==> config.mk <==
export PLATFORM = sky130hd
export DESIGN_NAME = nmea_sentence_framer_top
export DESIGN_NICKNAME = d
export VERILOG_FILES = /design/src/hw/rtl/nsf_pkg.sv /design/src/hw/rtl/nmea_sentence_framer_top.sv
export SDC_FILE = /design/constraint.sdc
export NUM_CORES = 1
export LEC_CHECK = 0
export ABC_AREA = 0
export BUFFER_PORTS_ARGS = -buffer_cell sky130_fd_sc_hd__buf_2
export CORE_UTILIZATION = 50
export CTS_BUF_LIST = sky130_fd_sc_hd__clkbuf_8
export CTS_CLUSTER_SIZE = 16
export DETAILED_ROUTE_END_ITERATION = 6
export MAX_ROUTING_LAYER = met4
export PLACE_DENSITY = 0.68
export SLEW_MARGIN = 20
export SYNTH_ARGS = -nofsm -noshare
export SYNTH_HDL_FRONTEND = slang
export SYNTH_SLANG_ARGS = --single-unit
==> constraint.sdc <==
create_clock -name clk -period 2.7 [get_ports clk]
set_input_delay 0.27 -clock clk [delete_from_list [all_inputs] [get_ports clk]]
set_output_delay 0.27 -clock clk [all_outputs]
set_load 0.01 [all_outputs]
==> src/hw/rtl/nsf_pkg.sv <==
package nsf_pkg;

    localparam int unsigned MAX_SENTENCE_LEN = 85;
    localparam int unsigned HDR_LEN          = 7;
    localparam int unsigned COUNT_W          = 7;
    localparam int unsigned HDR_IDX_W        = $clog2(HDR_LEN);

    localparam logic [7:0] CHAR_DOLLAR = 8'h24;
    localparam logic [7:0] CHAR_STAR   = 8'h2A;

    localparam logic [15:0] STR_GP   = "GP";
    localparam logic [31:0] STR_PMTK = "PMTK";
    localparam logic [23:0] STR_RMC  = "RMC";
    localparam logic [23:0] STR_GGA  = "GGA";
    localparam logic [23:0] STR_GSA  = "GSA";
    localparam logic [23:0] STR_GSV  = "GSV";
    localparam logic [23:0] STR_011  = "011";
    localparam logic [23:0] STR_010  = "010";

    typedef enum logic [2:0] {
        KIND_OTHER   = 3'd0,
        KIND_RMC     = 3'd1,
        KIND_GGA     = 3'd2,
        KIND_GSA     = 3'd3,
        KIND_GSV     = 3'd4,
        KIND_PMTK011 = 3'd5,
        KIND_PMTK010 = 3'd6
    } kind_t;

    typedef logic [HDR_LEN-1:0][7:0] hdr_t;

    function automatic logic [3:0] hex_value(input logic [7:0] c);
        logic [7:0] v;
        begin
            v = 8'd0;
            if (c >= 8'h30 && c <= 8'h39)
            begin
                v = c - 8'h30;
            end
            else if (c >= 8'h41 && c <= 8'h46)
            begin
                v = c - 8'h37;
            end
            else if (c >= 8'h61 && c <= 8'h66)
            begin
                v = c - 8'h57;
            end
            return v[3:0];
        end
    endfunction

    function automatic kind_t classify(input hdr_t h);
        logic [15:0] pre2;
        logic [31:0] pre4;
        logic [23:0] gp_tail;
        logic [23:0] mtk_tail;
        kind_t       k;
        begin
            pre2     = {h[0], h[1]};
            pre4     = {h[0], h[1], h[2], h[3]};
            gp_tail  = {h[2], h[3], h[4]};
            mtk_tail = {h[4], h[5], h[6]};
            k        = KIND_OTHER;
            if (pre2 == STR_GP)
            begin
                if (gp_tail == STR_RMC)
                begin
                    k = KIND_RMC;
                end
                else if (gp_tail == STR_GGA)
                begin
                    k = KIND_GGA;
                end
                else if (gp_tail == STR_GSA)
                begin
                    k = KIND_GSA;
                end
                else if (gp_tail == STR_GSV)
                begin
                    k = KIND_GSV;
                end
            end
            else if (pre4 == STR_PMTK)
            begin
                if (mtk_tail == STR_011)
                begin
                    k = KIND_PMTK011;
                end
                else if (mtk_tail == STR_010)
                begin
                    k = KIND_PMTK010;
                end
            end
            return k;
        end
    endfunction

endpackage

==> src/hw/rtl/nmea_sentence_framer_top.sv <==
// Timing: a byte is registered on acceptance and processed from the input register while the
// result register is not stalled; the result for the second checksum digit is registered when that digit is processed.
// Throughput: one byte per cycle, limited only by a stalled result register.
// Reset (rst_n low, asynchronous): framer returns to idle, checksum, count and header
// capture clear, input and result registers empty.
module nmea_sentence_framer_top
(
    input  logic       clk,
    input  logic       rst_n,
    input  logic       byte_valid,
    output logic       byte_stall,
    input  logic [7:0] rx_byte,
    output logic       result_valid,
    input  logic       result_stall,
    output logic [2:0] sentence_kind,
    output logic       checksum_ok,
    output logic [7:0] received_checksum,
    output logic [7:0] computed_checksum,
    output logic [6:0] body_length
);

    typedef enum logic [1:0] {
        PH_IDLE = 2'd0,
        PH_BODY = 2'd1,
        PH_HEX1 = 2'd2,
        PH_HEX2 = 2'd3
    } phase_t;

    phase_t                               phase_reg, phase_next;
    logic [7:0]                           xor_reg, xor_next;
    logic [3:0]                           nibble_reg, nibble_next;
    logic [nsf_pkg::COUNT_W-1:0]          count_reg, count_next;
    nsf_pkg::hdr_t                        hdr_reg, hdr_next;

    logic                                 in_vld_reg, in_vld_next;
    logic [7:0]                           in_byte_reg;

    logic                                 res_vld_reg, res_vld_next;
    nsf_pkg::kind_t                       res_kind_reg;
    logic                                 res_ok_reg;
    logic [7:0]                           res_rx_reg;
    logic [7:0]                           res_xor_reg;
    logic [nsf_pkg::COUNT_W-1:0]          res_len_reg;

    logic                                 proc_stall;
    logic                                 proc_fire;
    logic                                 in_accept;
    logic                                 emit;
    logic [nsf_pkg::COUNT_W:0]            count_inc;
    logic [7:0]                           rx_sum;

    assign proc_stall = res_vld_reg && result_stall;
    assign proc_fire  = in_vld_reg && !proc_stall;
    assign byte_stall = in_vld_reg && proc_stall;
    assign in_accept  = byte_valid && !byte_stall;
    assign emit       = proc_fire && (phase_reg == PH_HEX2);
    assign count_inc  = {1'b0, count_reg} + 1'b1;
    assign rx_sum     = {nibble_reg, nsf_pkg::hex_value(in_byte_reg)};

    always_comb
    begin
        phase_next  = phase_reg;
        xor_next    = xor_reg;
        nibble_next = nibble_reg;
        count_next  = count_reg;
        hdr_next    = hdr_reg;
        if (proc_fire)
        begin
            unique case (phase_reg)
                PH_IDLE:
                begin
                    if (in_byte_reg == nsf_pkg::CHAR_DOLLAR)
                    begin
                        count_next = '0;
                        xor_next   = 8'd0;
                        hdr_next   = '0;
                        phase_next = PH_BODY;
                    end
                end
                PH_BODY:
                begin
                    if (count_inc >= (nsf_pkg::COUNT_W+1)'(nsf_pkg::MAX_SENTENCE_LEN))
                    begin
                        count_next = '0;
                        phase_next = PH_IDLE;
                    end
                    else if (in_byte_reg == nsf_pkg::CHAR_STAR)
                    begin
                        phase_next = PH_HEX1;
                    end
                    else
                    begin
                        xor_next = xor_reg ^ in_byte_reg;
                        if (count_reg < nsf_pkg::COUNT_W'(nsf_pkg::HDR_LEN))
                        begin
                            hdr_next[count_reg[nsf_pkg::HDR_IDX_W-1:0]] = in_byte_reg;
                        end
                        count_next = count_inc[nsf_pkg::COUNT_W-1:0];
                    end
                end
                PH_HEX1:
                begin
                    nibble_next = nsf_pkg::hex_value(in_byte_reg);
                    phase_next  = PH_HEX2;
                end
                PH_HEX2:
                begin
                    count_next = '0;
                    phase_next = PH_IDLE;
                end
                default:
                begin
                    phase_next = PH_IDLE;
                end
            endcase
        end
    end

    always_comb
    begin
        in_vld_next = in_vld_reg;
        if (in_accept)
        begin
            in_vld_next = 1'b1;
        end
        else if (proc_fire)
        begin
            in_vld_next = 1'b0;
        end
        res_vld_next = res_vld_reg;
        if (emit)
        begin
            res_vld_next = 1'b1;
        end
        else if (!result_stall)
        begin
            res_vld_next = 1'b0;
        end
    end

    always_ff @(posedge clk or negedge rst_n)
    begin
        if (!rst_n)
        begin
            phase_reg   <= PH_IDLE;
            xor_reg     <= 8'd0;
            nibble_reg  <= 4'd0;
            count_reg   <= '0;
            hdr_reg     <= '0;
            in_vld_reg  <= 1'b0;
            res_vld_reg <= 1'b0;
        end
        else
        begin
            phase_reg   <= phase_next;
            xor_reg     <= xor_next;
            nibble_reg  <= nibble_next;
            count_reg   <= count_next;
            hdr_reg     <= hdr_next;
            in_vld_reg  <= in_vld_next;
            res_vld_reg <= res_vld_next;
        end
    end

    always_ff @(posedge clk)
    begin
        if (in_accept)
        begin
            in_byte_reg <= rx_byte;
        end
        if (emit)
        begin
            res_kind_reg <= nsf_pkg::classify(hdr_reg);
            res_ok_reg   <= (rx_sum == xor_reg);
            res_rx_reg   <= rx_sum;
            res_xor_reg  <= xor_reg;
            res_len_reg  <= count_reg;
        end
    end

    assign result_valid      = res_vld_reg;
    assign sentence_kind     = res_kind_reg;
    assign checksum_ok       = res_ok_reg;
    assign received_checksum = res_rx_reg;
    assign computed_checksum = res_xor_reg;
    assign body_length       = res_len_reg;

`ifndef SYNTHESIS
    a_rise_from_hex2: assert property (@(posedge clk) disable iff (!rst_n)
        $rose(res_vld_reg) |-> $past(emit))
        else $error("result appeared without a second checksum digit");

    a_ok_matches: assert property (@(posedge clk) disable iff (!rst_n)
        res_vld_reg |-> (res_ok_reg == (res_rx_reg == res_xor_reg)))
        else $error("checksum_ok disagrees with checksums");

    a_count_bound: assert property (@(posedge clk) disable iff (!rst_n)
        count_reg < nsf_pkg::COUNT_W'(nsf_pkg::MAX_SENTENCE_LEN))
        else $error("body count reached maximum length");

    a_idle_exit: assert property (@(posedge clk) disable iff (!rst_n)
        (phase_reg == PH_IDLE && phase_next != PH_IDLE) |-> (phase_next == PH_BODY))
        else $error("idle left for a phase other than body");
`endif

endmodule

==> reports/qor.csv, run 1 <==
metric,value,unit
status,"finished, final reports clean",
Residual DRC,0,
r2r setup slk,0.25,ns
synth warn,0,
Post-Syn Instances,484,
WP data required,2.90,ns
Post-synth EDFFs,35,
Worst setup SP type,flip-flop,
# IOs,41,
Rows,37,
WL final,13000,microns
critical setup path kind,flip-flop to flip-flop,
placed cells,659,
unrepaired setup endpoints after global routing,no,
Pre-antenna DRT Iters,4,
relative slew slack,50.0,%
syn_nets,507,
Initial Utilization,52.1,%
sequential area share after synthesis,55.8,%
core area,10400,sq um
I/O Buffers,40,
worst clock skew,0.0126,ns
CTS Root Cell,clkbuf_8,
Max H-tree Level,4,
clk slew on worst S/H paths,0.07,ns
Fmax,408,MHz
Synth Flop Type,dfrtp_1,
post-synth top area share,36.4,%
Area contributors post-synth,"dfrtp_1, edfxtp_1, a22o_1",
syn_area_per_cell,11.2,sq um
Worst-Skew Late Latency,0.45,ns
"Slew Viols, Final",0,
"Async S/R FF share, synth",69.3,%
GPL Wtd Cong,0.891,
average routed wire per standard cell,18.5,microns
"Cell Area, Placed",5840,sq um
layout cells sized above 1,19.7,%
largest net degree at the start of global routing,80,
detailed placement HPWL,8730,microns
worst path cell trace,"inv_1, ha_1, or3b_1, nand4b_1, a31oi_1, a21oi_1, mux2i_1, xor2_1, nor3_1",
initial DRC count,225,
Setup Viol. Count Final,0,
net count reported at finish,574,
Pleak,0.00269,uW
stages on the worst setup path,9,
maximum clock path buffer count,2,
ANT nets after route,0,
post-route cell area,6350,sq um
Synth Register Bits,114,
Final Non-Filler Cells,700,
CP max stage cell,edfxtp_1,
max reg flops,56,
"Arr. time, crit path",2.65,ns
Synth area leader,dfrtp_1,
die area,11300,sq um
"Cell Area, Synth",5420,sq um
first-pass GRT wire length,21200,microns
number of diodes,0,
CTS tree,built,
Die H,106,microns
Worst IR Drop VDD,0.000543,V
crit-path max FO,9,
Die X-Extent,106,microns
GR Util All Layers,25.9,%
CP endpoint kind,flip-flop,
"Remaining Overflow, GRT",0,
Via density,5.96,
min-delay src,byte_valid,
Worst setup endpoint,checksum_ok,
worst reg2reg path endpoint,checksum_ok,
setup_tns,0,ns
most frequent cells in the layout,"dfrtp_1, nand2_1, buf_2",
slew at the pin closest to its max-slew limit,0.750,ns
P&R area growth vs syn,17.0,%
crit-path max cell delay,0.55,ns
clock sinks,114,
pwr/cell area,1120,nW/um^2
routed vias,4172,
crit path time final,2.45,ns
FF-to-FF path depth,9,
cell family with most CP delay,flip-flops,
crit share post-route,90.8,%
vias in the first global route,4067,
Critical path origin,in_byte_reg[0],
Max Cap Violations,0,
Final Util,60.9,%
"commonest non-fill, non-tap cell in the layout",dfrtp_1,
antenna violations before repair,0,
setup bufs post-CTS,0,
WHS,0.0198,ns
Num CTS Buffers,17,
worst r2r src,in_byte_reg[0],
synth unique cells,57,
crit path buf inv count,1,
final hold vios,0,
worst min-delay path class,input pin to flip-flop,
[final cells by class]
| class | count | area, sq um |
|---|---|---|
| fill | 877 | 4070 |
| sequential | 114 | 3030 |
| multi-input combinational | 337 | 2240 |
| timing repair buffer | 69 | 447 |
| clock buffer | 17 | 234 |
| clock inverter | 15 | 184 |
| tap | 136 | 170 |
| inverter | 12 | 45.0 |
[synth_stat cells (all sizes together) (6+ instances only)]
library cell   n
ha            11
inv           12
buf           11
a21oi         37
and3          26
nor2          17
nand2         49
nor4b         12
a211o          9
nand2b         6
xor2           8
nor4          11
nand3         16
a22o          36
clkbuf        10
dfrtp         79
edfxtp        35
o21ai         36
[what timing repair did]
item,CTS,global route
hold endpoints to repair,8,79
resized for setup,0,0
hold buffers,8,1
[routing by layer]
layer | global-route usage, % | up-vias | part of all wire (%)
li1 | - | 1959 | -
met1 | 34.4 | 2062 | 46
met2 | 36.3 | 122 | 46
met3 | 7.36 | 29 | 5.4
met4 | 13.1 | 0 | 2.9
met5 | - | - | 0
[worst min-delay path by stage]
| stage | slack [ns] | cells past startpoint | to |
|---|---|---|---|
| final | 0.02 | 2 | in_vld_reg |
| after global routing | 0.01 | 2 | in_vld_reg |
| after CTS | 0.0002 | 2 | in_vld_reg |
| after detailed placement | 0.45 | 1 | in_byte_reg[6] |
| after global placement | 0.45 | 1 | in_byte_reg[1] |
| after floorplan | -0.03 | 0 | async pin |
[through the flow]
stage | total power, uW | setup slack (ns)
after floorplan | 4640 | 0.463
after CTS | 7100 | 0.262
after detailed placement | 5400 | 0.285
after global placement | 5290 | 0.394
after global routing | 7550 | 0.0861
final | 7100 | 0.248
[cells by family (layout without fill, tap and decap cells)]
family	after synthesis	count (layout)	share of synthesized area (%)
AO/OA/AOI/OAI	137	137	17.3
XOR/XNOR	11	11	1.91
adder cells (fa/ha/maj)	11	11	2.54
buffers and inverters	33	113	2.86
flip-flops	114	114	55.8
multiplexers	5	5	1.01
AND/OR/NAND/NOR	173	173	18.5
[where the power goes]
| part | internal, uW | switching, uW |
|---|---|---|
| registers | 2350 | 508 |
| logic | 1110 | 1450 |
| clock network | 920 | 764 |
| total | 4380 | 2720 |
No activity file was read; power rests on OpenSTA's default activity.
==> run 2: changes to the inputs <==
- HOLD_SLACK_MARGIN: unset -> 0.08
==> run 2 against run 1 <==
Power about the same. Setup slack got worse by 0.0073 ns. Design area increased by 0.32%. Wire length about the same. Fmax decreased by 0.30%. Via count unchanged. Clock power about the same. Global-route usage about the same. Utilization increased by 0.19 points. Count of clock-buffer cells in the layout unchanged. Register-to-register slack about the same. Die area unchanged. Critical path type unchanged. Largest cell class unchanged. Highest routed layer unchanged.
==> reports/qor.csv, run 2 (synthesis results as in run 1) <==
metric,value,unit,change
status,"finished, final reports clean",,
final setup margin,0.241,ns,-0.00731 ns
CTS tree,built,,
first-pass GRT wire length,21200,microns,+0.13%
number of diodes,0,,unchanged
worst min-delay path class,input pin to async pin,,
core area,10400,sq um,unchanged
layout cells sized above 1,19.6,%,-0.070 points
GPL Wtd Cong,0.891,,unchanged
crit share post-route,91.1,%,+0.27 points
placed cells,659,,unchanged
I/O Buffers,40,,unchanged
pwr/cell area,1110,nW/um^2,-0.26%
worst clock skew,0.0128,ns,+0.000200 ns
average routed wire per standard cell,18.5,microns,-0.28%
most frequent cells in the layout,"dfrtp_1, nand2_1, buf_2",,
setup_tns,0,ns,unchanged
Worst IR Drop VDD,0.000544,V,about the same
"Remaining Overflow, GRT",0,,unchanged
clk slew on worst S/H paths,0.07,ns,about the same
clock sinks,114,,unchanged
critical setup path kind,flip-flop to flip-flop,,
crit-path max FO,9,,unchanged
Die H,106,microns,unchanged
"Slew Viols, Final",0,,unchanged
Die X-Extent,106,microns,unchanged
Initial Utilization,52.1,%,unchanged
initial DRC count,184,,-18%
P&R area growth vs syn,17.4,%,
WHS,0.410,ns,+0.390 ns
max reg flops,56,,unchanged
Worst setup SP type,flip-flop,,
maximum clock path buffer count,2,,unchanged
Setup Viol. Count Final,0,,unchanged
GR Util All Layers,25.9,%,+0.028 points
final hold vios,0,,unchanged
Pre-antenna DRT Iters,4,,unchanged
met1 wire length,6030,microns,+0.70%
"Arr. time, crit path",2.66,ns,about the same
slew at the pin closest to its max-slew limit,0.752,ns,+0.00264 ns
pre-CTS worst setup slack,0.285,ns,unchanged
"commonest non-fill, non-tap cell in the layout",dfrtp_1,,
Max H-tree Level,4,,unchanged
crit path time final,2.46,ns,+0.00731 ns
die area,11300,sq um,unchanged
# IOs,41,,unchanged
relative slew slack,49.8,%,-0.18 points
routed vias,4172,,unchanged
metal3 WL,706,microns,+1.4%
Residual DRC,0,,unchanged
CTS Root Cell,clkbuf_8,,
unrepaired setup endpoints after global routing,no,,
Final Non-Filler Cells,702,,+0.29%
Rows,37,,unchanged
Fmax,407,MHz,-0.30%
Max Cap Violations,0,,unchanged
net count reported at finish,576,,+0.35%
max layer used,met4,,
WP data required,2.90,ns,about the same
ANT nets after route,0,,unchanged
setup bufs post-CTS,0,,unchanged
detailed placement HPWL,8730,microns,unchanged
Worst-Skew Late Latency,0.45,ns,about the same
Num CTS Buffers,17,,unchanged
Via density,5.94,,-0.28%
antenna violations before repair,0,,unchanged
CP endpoint kind,flip-flop,,
Met2 Wirelength,5900,microns,about the same
Final Util,61.1,%,+0.19 points
largest net degree at the start of global routing,80,,unchanged
WL final,13000,microns,about the same
vias in the first global route,4079,,+0.30%
Pleak,0.00270,uW,+0.31%
## run 2: final timing paths
check	startpoint	end	slack, ns	cells after the start
setup / recovery	in_byte_reg[0]	checksum_ok	0.24	9
max in group asynchronous	rst_n	xor_reg[0]	1.75	2
hold / removal	rst_n	count_reg[3]	0.41	2
setup reg to reg	in_byte_reg[0]	checksum_ok	0.24	9
min in group clk	hdr_reg[3]	hdr_reg[3]	0.50	1
hold reg to reg	hdr_reg[3]	hdr_reg[3]	0.50	1
## run 2: cell type report
type,count,area (sq um)
inverters,12,45.0
clock inverters,15,184
fillers,876,4050
repair buffers,71,467
clock buffers,17,234
multi-input cells,337,2240
well taps,136,170
flip-flops and latches,114,3030
## run 2: metal layers
| metal | vias to the layer above | track usage [%] |
|---|---|---|
| met5 | - | - |
| met4 | 0 | 13.1 |
| met3 | 24 | 7.36 |
| met2 | 123 | 36.4 |
| met1 | 2063 | 34.4 |
| li1 | 1962 | - |
## run 2: stage by stage
stage,power (uW),cell area [sq um]
5_1_grt,7560,6370
2_1_floorplan,4640,5420
3_5_place_dp,5400,5840
4_1_cts,7100,6360
6_report,7100,6370
3_3_place_gp,5290,5840
## run 2: power by group
| part | internal, uW | total, uW | leakage [uW] | switching, uW |
|---|---|---|---|---|
| Clock | 920 | 1680 | 0.000203 | 762 |
| Sequential | 2350 | 2860 | 0.00129 | 511 |
| Combinational | 1110 | 2560 | 0.00121 | 1450 |
| Total | 4380 | 7100 | 0.00270 | 2720 |
## run 2: worst max-delay path, cell delays in order (launching register included)
cell,delay [ns]
edfxtp_1,0.55
inv_1,0.15
ha_1,0.25
or3b_1,0.17
nand4b_1,0.12
a31oi_1,0.29
a21oi_1,0.12
mux2i_1,0.29
xor2_1,0.19
nor3_1,0.07
## run 2: repair_timing
action,4_1_cts,5_1_grt
hold endpoints to repair,89,0
endpoints found under the setup margin,0,0
gates resized for setup,0,0
hold buffers,11,0
